<file path="config.mk">
export PLATFORM = sky130hd
export DESIGN_NAME = uvs_cell
export DESIGN_NICKNAME = d
export VERILOG_FILES = /design/src/rtl/uvs_pkg.sv /design/src/rtl/uvs_cell.sv
export SDC_FILE = /design/constraint.sdc
export NUM_CORES = 1
export LEC_CHECK = 0
export BUFFER_PORTS_ARGS = -buffer_cell sky130_fd_sc_hd__buf_2
export CAP_MARGIN = 20
export CORE_AREA = 2 2 73 75
export CTS_BUF_LIST = sky130_fd_sc_hd__clkbuf_4 sky130_fd_sc_hd__clkbuf_8
export CTS_CLUSTER_SIZE = 20
export DETAILED_ROUTE_END_ITERATION = 12
export DIE_AREA = 0 0 75 77
export PLACE_DENSITY = 0.77
export SLEW_MARGIN = 20
export SYNTH_ARGS = -nofsm -noshare
export SYNTH_HDL_FRONTEND = slang
export SYNTH_SLANG_ARGS = --single-unit
</file>
<file path="constraint.sdc">
create_clock -name clk -period 1.3 [get_ports clk]
set_input_delay 0.13 -clock clk [delete_from_list [all_inputs] [get_ports clk]]
set_output_delay 0.13 -clock clk [all_outputs]
set_load 0.005 [all_outputs]
</file>
<file path="src/rtl/uvs_pkg.sv">
// ----------------------------------------------------------------------------
// uvs_pkg
// Shared types and codes for the stack of distinct values.
// ----------------------------------------------------------------------------
package uvs_pkg;

  localparam int VAL_W = 32;

  localparam logic ACT_PUSH = 1'b0;
  localparam logic ACT_POP  = 1'b1;

  localparam logic [1:0] ST_DONE  = 2'd0;
  localparam logic [1:0] ST_DUP   = 2'd1;
  localparam logic [1:0] ST_FULL  = 2'd2;
  localparam logic [1:0] ST_EMPTY = 2'd3;

  typedef logic signed [VAL_W-1:0] val_t;

  typedef struct packed {
    logic push_shift;
    logic pop_shift;
    logic load_flag;
    logic or_step;
  } cell_ctl_t;

endpackage

</file>
<file path="src/rtl/uvs_cell.sv">
// ----------------------------------------------------------------------------
// uvs_cell
// One stack slot: entry, live bit and a match flag that merges towards the top.
// ----------------------------------------------------------------------------
module uvs_cell
  import uvs_pkg::*;
(
  input  logic      clk,
  input  logic      rst_n,
  input  cell_ctl_t ctl,
  input  val_t      key,
  input  val_t      up_entry,
  input  logic      up_live,
  input  val_t      dn_entry,
  input  logic      dn_live,
  input  logic      dn_flag,
  output val_t      entry,
  output logic      live,
  output logic      flag
);

  val_t entry_r, entry_nxt;
  logic live_r, live_nxt;
  logic flag_r, flag_nxt;

  always_comb begin
    entry_nxt = entry_r;
    live_nxt  = live_r;
    flag_nxt  = flag_r;
    if (ctl.push_shift) begin
      entry_nxt = up_entry;
      live_nxt  = up_live;
    end else if (ctl.pop_shift) begin
      entry_nxt = dn_entry;
      live_nxt  = dn_live;
    end
    if (ctl.load_flag) begin
      flag_nxt = live_r && (entry_r == key);
    end else if (ctl.or_step) begin
      flag_nxt = flag_r | dn_flag;
    end
  end

  always_ff @(posedge clk) begin
    if (!rst_n) begin
      live_r <= 1'b0;
    end else begin
      live_r <= live_nxt;
    end
  end

  always_ff @(posedge clk) begin
    entry_r <= entry_nxt;
    flag_r  <= flag_nxt;
  end

  assign entry = entry_r;
  assign live  = live_r;
  assign flag  = flag_r;

endmodule

</file>
==> results of run 1 <==
## path summary, 6_finish.rpt
check / start / endpoint / slack [ns] / cells past startpoint
worst max-delay path: entry[13]$_DFFE_PP_ / flag$_DFFE_PP_ / -0.07 / 4
worst min-delay path: rst_n / live$_SDFFE_PN0P_ / 0.05 / 2
worst max register to register: entry[13]$_DFFE_PP_ / flag$_DFFE_PP_ / -0.07 / 4
worst min register to register: live$_SDFFE_PN0P_ / live$_SDFFE_PN0P_ / 0.68 / 3
## per-layer routing
layer,vias up,wire length (um),track usage
li1,746,-,-
met1,665,1620,0.169
met2,82,2460,0.298
met3,12,420,0.0604
met4,0,93,0.0804
met5,-,0,0
## what timing repair did
item                       4_1_cts  5_1_grt
resized for setup                1        0
buffers inserted                 0        1
hold buffers                     0        0
pin swaps                        1        1
setup endpoints to repair        1        1
## logic make-up after synthesis
family,Yosys count,share of synthesized area
DFF,34,0.564
xor gates and xnor gates,32,0.156
and+or+nand+nor,17,0.0538
buffers and inverters,4,0.0112
AOI/OAI and AO/OA,2,0.00768
muxes,33,0.207
## placed cells by master (no fill, tap or decap)
master | Yosys | routed
clkbuf_8 | 0 | 5
buf_2 | 4 | 138
edfxtp_1 | 33 | 33
a31o_1 | 1 | 1
mux2i_1 | 1 | 1
nor3_1 | 1 | 1
clkbuf_4 | 0 | 1
buf_12 | 0 | 1
mux2_2 | 32 | 32
dfxtp_1 | 1 | 1
nor4_1 | 2 | 1
and2_1 | 1 | 1
nand3_1 | 1 | 1
nand2_1 | 1 | 1
nor4_2 | 0 | 1
or2_2 | 2 | 1
xnor2_1 | 29 | 29
nor2_1 | 2 | 2
or2_4 | 0 | 1
clkinv_2 | 0 | 1
buf_4 | 0 | 5
xor2_1 | 3 | 3
nand4_1 | 7 | 7
clkinv_1 | 0 | 1
o21ai_0 | 1 | 1
## metrics by stage
stage | setup TNS, ns | power, uW | worst slack [ns] | util
3_5_place_dp | -0.136 | 2060 | -0.136 | 0.523
2_1_floorplan | 0 | 1720 | 0.113 | -
5_1_grt | -0.126 | 2940 | -0.126 | 0.543
6_report | -0.0726 | 2790 | -0.0726 | 0.543
3_3_place_gp | -0.0615 | 2050 | -0.0615 | 0.523
4_1_cts | -0.0961 | 2840 | -0.0961 | 0.541
## power groups by stage
stage	combinational, uW	sequential, uW	clock [uW]
floorplan	264	1450	0
global placement	611	1440	0
detailed placement	619	1450	0
CTS	624	1420	793
global route	678	1440	825
finish	617	1420	758
## final cells by class
type,count,area share
clock buffers,6,0.0283
clock inverters,2,0.00324
repair buffers,144,0.277
multi-input cells,84,0.285
flip-flops and latches,34,0.374
well taps,70,0.0324
## state kept, by name, summed over array words and instances (netlist names)
name / flops
entry: 32
flag: 1
live: 1
==> impl_metrics.py, run 1 <==
metrics = {
    "grt": {
        "grt_pass1_wl_um": 7250,
        "grt_max_degree": 33,
        "grt_usage": 0.169,
        "grt_pass1_vias": 1685,
        "overflow": 0,
        "antenna_found_initial": 0,
    },
    "placed_design": {
        "place_area_mm2": 0.00260,
        "place_congestion": 0.778,
        "dp_cells": 331,
        "io_buffers": 138,
        "hpwl_um": 3800,
    },
    "logic_synthesis": {
        "synthFlopType": "edfxtp_1",
        "syn_nets": 227,
        "synth.area.top_cells": "edfxtp_1 55%, mux2_2 20%, xnor2_1 14%",
        "synth_edf_count": 33,
        "synthArstFlopShare": 0,
        "synth_cells": 122,
        "seq_area_frac_synth": 0.564,
        "avgSynthCellArea_um2": 14.7,
        "synth_common_cells": "33 x edfxtp_1, 32 x mux2_2, 29 x xnor2_1, 7 x nand4_1, 4 x buf_2",
        "synth_top_area_share": 0.553,
        "ys_ff_latch": 34,
        "synth_top_area_cell": "edfxtp_1",
        "syn_area_mm2": 0.00179,
        "synth.distinct_cells": 17,
        "ys.warnings.count": 0,
        "yosysMostFrequentCell": "edfxtp_1",
    },
    "pwr": {
        "power.internal_uw": 2120,
        "p_per_area_mw_per_mm2": 1030,
        "p_switching_uw": 679,
        "p_leak_uw": 0.00120,
        "clkPwrFrac": 0.271,
        "worst_ir_drop_vdd_uv": 666,
        "switching_share": 0.243,
        "seqPwrFrac": 0.508,
        "comb_power_share": 0.221,
    },
    "critical_path": {
        "cp_num_buf_inv": 0,
        "path_max_fanout": 2,
        "path_delay_family": "simple AND/OR/NAND/NOR gates",
        "cpPeakStageDelay_ns": 0.40,
        "worstPathArrival_ns": 1.53,
        "crit_chain": "xnor2_1 -> nand4_1 -> nor4_2 -> a31o_1",
        "criticalPathCategory": "flop to flop",
        "cpMaxStageDelayCell": "edfxtp_1",
        "crit_required_ns": 1.45,
        "crit_path_start_kind": "flop",
        "critPathCaptureType": "flop",
    },
    "cts": {
        "cts_tree": "done",
        "cts_root_buf": "clkbuf_8",
        "cts.reportedPaths.clkPinSlew_ns": 0.07,
        "cts_buffers": 5,
        "cts_max_path_buffers": 2,
        "cts_sinks": 34,
        "cts_max_level": 2,
        "clk_latency_ns": 0.28,
    },
    "floorplan": {
        "dieHeight_um": 77,
        "die_w_um": 75,
        "core_mm2": 0.00498,
        "num_io_pins": 139,
        "dieArea_mm2": 0.00578,
        "start_util": 0.360,
        "placementRows": 26,
    },
    "cells_and_area": {
        "fin_area_mm2": 0.00270,
        "final_layout_size_suffix_gt1_frac": 0.689,
        "fillers": 450,
        "insertedDiodeCount": 0,
        "seqCellArea_mm2": 0.00101,
        "synthToLayoutAreaGrowth_pct": 50.8,
        "instances_no_fill": 340,
        "multi_input_area_um2": 769,
        "layout.nets": 374,
    },
    "timing": {
        "timing.final.crit_share": 1.06,
        "hold_viol": 0,
        "rsz0062_at_grt": "true",
        "setup_ws_ns": -0.0726,
        "fmax_ghz": 0.729,
        "slew_headroom": 0.696,
        "tightest_slew_ns": 0.456,
        "maxSlewViolCount": 0,
        "fin_skew_ns": 0.00440,
        "setup_viol_count_final": 1,
        "min_period_ns": 1.37,
        "timing.hold.ws_ns": 0.0546,
    },
    "outcome": {
        "status": "finished with violations",
        "violations": "negative setup slack",
    },
    "routing": {
        "routedWlPerCell_um": 13.5,
        "firstDrtPassIters": 4,
        "vias": 1505,
        "post-route-drc-count": 0,
        "wl_um": 4590,
        "antenna_left": 0,
        "drtIter0Drc": 30,
        "viasPerCell": 4.43,
    },
    "min_path": {
        "hp-class": "primary input to flop",
    },
    "flow_run": {
        "maxCapViolCount": 0,
    },
}
No activity file was read; power rests on OpenSTA's default activity.
==> run 2: changes to the inputs <==
Settings changed: CORE_AREA 2 2 73 75 to 2 2 70 72, DIE_AREA 0 0 75 77 to 0 0 72 74, PLACE_DENSITY 0.77 to 0.8.
Clock period 1.3 ns to 1.48 ns, I/O delays scaled along.
==> run 2 against run 1 <==
Compared with the run above: the flow now finishes without violations; total power down 13%; final area down 1.0%; worst hold slack better by 0.029 ns; first-iteration DRC count up 80%; critical endpoint unchanged; count of clock-buffer cells in the layout unchanged; die area down 7.7%; worst setup slack better by 0.21 ns; sequential share of layout area up 0.39 points; core utilization up 3.9 points; critical path type unchanged.
==> impl_metrics.py, run 2 (synthesis gave the netlist of run 1 again) <==
metrics = {
    "routing": {
        "vias": 1507,
        "antenna_left": 0,
        "drtIter0Drc": 54,
        "wl_um": 4430,
        "firstDrtPassIters": 4,
        "post-route-drc-count": 0,
        "viasPerCell": 4.64,
        "routedWlPerCell_um": 13.6,
    },
    "timing": {
        "fin_skew_ns": 0.00589,
        "timing.final.crit_share": 0.908,
        "setup_tns_ns": 0,
        "min_period_ns": 1.34,
        "setup_viol_count_final": 0,
        "slew_headroom": 0.823,
        "tightest_slew_ns": 0.263,
        "hold_viol": 0,
        "fmax_ghz": 0.744,
        "maxSlewViolCount": 0,
        "rsz0062_at_grt": "true",
    },
    "pwr": {
        "p_per_area_mw_per_mm2": 912,
        "p_leak_uw": 0.00119,
        "worst_ir_drop_vdd_uv": 566,
        "total_power_uw": 2440,
    },
    "cts": {
        "clk_latency_ns": 0.28,
        "cts_buffers": 5,
        "hold_buffers": 0,
        "cts_sinks": 34,
        "cts_max_path_buffers": 2,
        "cts_root_buf": "clkbuf_8",
        "cts.reportedPaths.clkPinSlew_ns": 0.06,
        "cts_tree": "done",
        "cts_max_level": 2,
    },
    "outcome": {
        "status": "complete, no violations",
    },
    "flow_run": {
        "maxCapViolCount": 0,
    },
    "floorplan": {
        "dieHeight_um": 74,
        "start_util": 0.390,
        "core_mm2": 0.00460,
        "dieArea_mm2": 0.00533,
        "placementRows": 25,
        "num_io_pins": 139,
        "die_w_um": 72,
    },
    "min_path": {
        "min_to": "live$_SDFFE_PN0P_",
        "hp-class": "primary input to flop",
        "whs_path_depth": 2,
        "min_from": "rst_n",
    },
    "grt": {
        "overflow": 0,
        "grt_max_degree": 21,
        "antenna_found_initial": 0,
        "grt_pass1_vias": 1545,
        "grt_pass1_wl_um": 6630,
        "grt_usage": 0.166,
    },
    "critical_path": {
        "criticalPathCategory": "flop to flop",
        "critPathCaptureType": "flop",
        "path_max_fanout": 2,
        "crit_path_start_kind": "flop",
        "reg2reg_slack_ns": 0.14,
        "cpPeakStageDelay_ns": 0.41,
        "crit_chain": "xnor2_1 -> nand4_1 -> nor4_2 -> a31o_1",
        "rr_worst_depth": 4,
        "r2r_start": "entry[3]$_DFFE_PP_",
        "crit_required_ns": 1.63,
        "cpMaxStageDelayCell": "edfxtp_1",
        "worstPathArrival_ns": 1.49,
        "r2r-end": "flag$_DFFE_PP_",
    },
    "cells_and_area": {
        "layout_common_cells": "138 x buf_2, 33 x edfxtp_1, 32 x mux2_2",
        "layout.nets": 375,
        "largest_reg_flops": 32,
        "final_common_cell": "buf_2",
        "instances_no_fill": 325,
        "insertedDiodeCount": 0,
        "synthToLayoutAreaGrowth_pct": 49.2,
        "final_layout_size_suffix_gt1_frac": 0.690,
    },
    "placed_design": {
        "place_congestion": 0.737,
        "io_buffers": 138,
        "dp_cells": 316,
        "hpwl_um": 3680,
    },
}
[run 2: cell types whose count changed in the layout (fill, tap and decap cells not counted)]
| cell | before | now |
|---|---|---|
| buf_12 | 1 | 0 |
| buf_4 | 5 | 7 |
| or2_2 | 1 | 2 |
| or2_4 | 1 | 0 |
[run 2: per-layer routing]
| metal | GRT usage | vias to the layer above | wire, um |
|---|---|---|---|
| met5 | 0 | - | 0 |
| met4 | 0.0692 | 0 | 75 |
| met3 | 0.0583 | 7 | 445 |
| met2 | 0.289 | 84 | 2260 |
| met1 | 0.187 | 667 | 1650 |
| li1 | - | 749 | - |
[run 2: metrics by stage]
step / worst slack, ns / hold WS, ns / cell area (um2) / util
after floorplan: 0.105 / 0.270 / 1790 / -
after global placement: 0.0224 / 0.352 / 2570 / 0.560
after detailed placement: -0.00559 / 0.354 / 2570 / 0.560
after CTS: 0.0586 / 0.0812 / 2670 / 0.580
after global routing: -0.0176 / 0.0958 / 2670 / 0.581
final: 0.136 / 0.0833 / 2670 / 0.581
[run 2: cell type report]
type	count	area [um2]
fill	385	1920
sequential	34	1010
multi-input combinational	84	767
timing repair buffer	145	743
clock buffer	6	76.3
tap	54	67.6
clock inverter	2	8.76
[run 2: timing repair]
item / CTS / global route
pin swaps: 0 / 4
resized for setup: 1 / 0
endpoints found under the setup margin: 1 / 1
buffers inserted: 0 / 1
[run 2: how the worst max path moves through the flow]
stage                       start            endpoint  slack, ns  cells after the start
2_1_floorplan              ctl[3]  entry[0]$_DFFE_PP_       0.11                      3
3_3_place_gp   entry[2]$_DFFE_PP_      flag$_DFFE_PP_       0.02                      4
3_5_place_dp   entry[8]$_DFFE_PP_      flag$_DFFE_PP_     -0.006                      4
4_1_cts        entry[8]$_DFFE_PP_      flag$_DFFE_PP_       0.06                      4
5_1_grt        entry[3]$_DFFE_PP_      flag$_DFFE_PP_      -0.02                      4
6_report       entry[3]$_DFFE_PP_      flag$_DFFE_PP_       0.14                      4
[run 2: report_power, final]
| part | switching, uW | internal [uW] |
|---|---|---|
| logic | 204 | 331 |
| registers | 64.7 | 1180 |
| clock network | 317 | 341 |
| total | 585 | 1850 |
[run 2: critical path, delay by kind of cell (launching register included)]
kind / cells / cell delay, ns
AOI/OAI and AO/OA: 1 / 0.19
xor gates and xnor gates: 1 / 0.18
DFF: 1 / 0.41
and+or+nand+nor: 2 / 0.44
==> run 3: changes to the inputs <==
Settings changed: ABC_AREA from default to 1, CORE_AREA 2 2 70 72 to 2 2 73 75, DIE_AREA 0 0 72 74 to 0 0 75 77.
==> run 3 against run 2 <==
Compared with the run above: worst hold slack got worse by 0.039 ns; sequential power about the same; non-clock buffer count decreased by 4; critical path type unchanged; combinational power increased by 7.9%; highest routed layer unchanged; die area increased by 8.4%.
==> impl_metrics.py, run 3 <==
metrics = {
    "outcome": {
        "status": "complete, no violations",
    },
    "timing": {
        "setup_tns_ns": 0,
        "slew_headroom": 0.685,
        "tightest_slew_ns": 0.472,
        "timing.final.crit_share": 0.851,
        "min_period_ns": 1.26,
        "setup_viol_count_final": 0,
        "maxSlewViolCount": 0,
        "rsz0062_at_grt": "false",
        "hold_viol": 0,
        "fin_skew_ns": 0.00365,
        "timing.hold.ws_ns": 0.0439,
        "fmax_ghz": 0.794,
    },
    "pwr": {
        "p_switching_uw": 674,
        "comb_power_share": 0.232,
        "switching_share": 0.271,
        "clkPwrFrac": 0.266,
        "seqPwrFrac": 0.502,
        "p_per_area_mw_per_mm2": 852,
        "worst_ir_drop_vdd_uv": 627,
        "p_leak_uw": 0.00170,
        "power.internal_uw": 1810,
    },
    "logic_synthesis": {
        "ys_ff_latch": 34,
        "avgSynthCellArea_um2": 7.22,
        "syn_area_mm2": 0.00206,
        "synth_common_cells": "154 x nand2_1, 46 x inv_1, 33 x edfxtp_1, 15 x nor2_1, 10 x xnor2_1",
        "seq_area_frac_synth": 0.491,
        "synthArstFlopShare": 0,
        "ys.warnings.count": 0,
        "synth_top_area_share": 0.481,
        "synthFlopType": "edfxtp_1",
        "syn_nets": 390,
        "yosysMostFrequentCell": "nand2_1",
        "synth_cells": 285,
        "synth_edf_count": 33,
        "synth_top_area_cell": "edfxtp_1",
        "synth.distinct_cells": 17,
        "synth.area.top_cells": "edfxtp_1 48%, nand2_1 28%, inv_1 8.4%",
    },
    "flow_run": {
        "maxCapViolCount": 0,
    },
    "cts": {
        "cts_max_path_buffers": 2,
        "cts_buffers": 5,
        "cts.reportedPaths.clkPinSlew_ns": 0.07,
        "cts_sinks": 34,
        "cts.repair.resized": 0,
        "hold_buffers": 0,
        "cts_root_buf": "clkbuf_8",
        "post-cts-setup-buffers": 0,
        "cts_max_level": 2,
        "cts_tree": "done",
        "clk_latency_ns": 0.28,
    },
    "critical_path": {
        "crit_required_ns": 1.63,
        "criticalPathCategory": "flop to flop",
        "worstPathArrival_ns": 1.41,
        "crit_path_start_kind": "flop",
        "critPathCaptureType": "flop",
        "path_max_fanout": 2,
    },
    "grt": {
        "grtUsageMet3": 0.0434,
        "busiest_layer": "met2",
        "antenna_found_initial": 0,
        "grt_usage": 0.202,
        "overflow": 0,
        "grt_max_degree": 34,
        "grt_pass1_vias": 2099,
        "use_met2": 0.362,
        "grt_pass1_wl_um": 8890,
        "met1_usage": 0.224,
    },
    "cells_and_area": {
        "insertedDiodeCount": 0,
        "layout_common_cells": "154 x nand2_1, 138 x buf_2, 46 x inv_1",
        "fillers": 486,
        "synthToLayoutAreaGrowth_pct": 41.8,
        "layout.nets": 531,
        "final_util": 0.586,
        "final_layout_size_suffix_gt1_frac": 0.354,
        "final_common_cell": "nand2_1",
        "instances_no_fill": 497,
        "largest_reg_flops": 32,
    },
    "floorplan": {
        "core_mm2": 0.00498,
        "num_io_pins": 139,
        "placementRows": 26,
        "die_w_um": 75,
        "dieHeight_um": 77,
        "dieArea_mm2": 0.00578,
        "start_util": 0.414,
    },
    "routing": {
        "firstDrtPassIters": 4,
        "drtIter0Drc": 74,
        "routedWlPerCell_um": 11.1,
        "vias": 2151,
        "post-route-drc-count": 0,
        "viasPerCell": 4.33,
        "antenna_left": 0,
        "wl_um": 5510,
    },
    "placed_design": {
        "io_buffers": 138,
        "dp_cells": 489,
        "hpwl_um": 4510,
        "place_congestion": 0.849,
    },
    "min_path": {
        "hp-class": "primary input to flop",
    },
}
==> run 3: cell count changes in the layout (fill, tap and decap cells not counted), moves of 5 or more <==
cell,before,now
mux2_2,32,0
nor2_1,2,15
nand3_1,1,6
xnor2_1,29,10
inv_1,0,46
o21ai_0,1,7
nand4_1,7,1
nand2_1,1,154
buf_4,7,2
==> run 3: power by group through the flow <==
stage	Clock [uW]	Sequential [uW]	Combinational, uW
finish	661	1250	577
global route	722	1260	659
CTS	689	1250	583
detailed placement	0	1270	581
global placement	0	1260	567
floorplan	0	1280	262
==> run 3: kinds of logic (layout without fill, tap and decap cells) <==
family	count (synthesis)	count (layout)	share of synthesized area
buffers and inverters	53	195	0.103
and+or+nand+nor	179	179	0.337
xor gates and xnor gates	10	10	0.0426
DFF	34	34	0.491
AOI/OAI and AO/OA	9	9	0.0267
==> run 3: layout make-up <==
| cell class | instances | area, um2 | share of cell area |
|---|---|---|---|
| clock buffers | 6 | 76.3 | 0.0262 |
| clock inverters | 2 | 8.76 | 0.00300 |
| inverters | 46 | 173 | 0.0592 |
| multi-input cells | 198 | 836 | 0.286 |
| flip-flops and latches | 34 | 1010 | 0.346 |
| well taps | 70 | 87.6 | 0.0300 |
| repair buffers | 141 | 726 | 0.249 |
==> run 3: critical path: stages, from the launching register on <==
cell and delay [ns]:
edfxtp_1 0.40, xnor2_1 0.17, nand2_1 0.07, nor2_1 0.14, nand2_1 0.08, nor2_1 0.13
nand3_1 0.08, nand2_1 0.06
==> run 3: worst paths after layout <==
kind,from,endpoint,slack [ns],depth (start not counted)
max,entry[14]$_DFFE_PP_,flag$_DFFE_PP_,0.22,7
min,rst_n,live$_SDFFE_PN0P_,0.04,3
max reg2reg,entry[14]$_DFFE_PP_,flag$_DFFE_PP_,0.22,7
min reg2reg,live$_SDFFE_PN0P_,live$_SDFFE_PN0P_,0.60,4
==> run 3: through the flow <==
step / power [uW] / setup slack (ns) / cell area (um2)
after CTS: 2520 / 0.180 / 2920
after global placement: 1830 / 0.251 / 2830
after floorplan: 1540 / 0.389 / 2060
after detailed placement: 1850 / 0.203 / 2830
after global routing: 2640 / 0.0749 / 2920
final: 2490 / 0.220 / 2920
==> run 3: per-layer routing <==
layer  routed length (um)  share of wire  vias up
met5                    0              0        -
met4                   71          0.013        0
met3                  285          0.052        6
met2                 2850           0.52       70
met1                 2300           0.42      935
li1                     -              -     1140
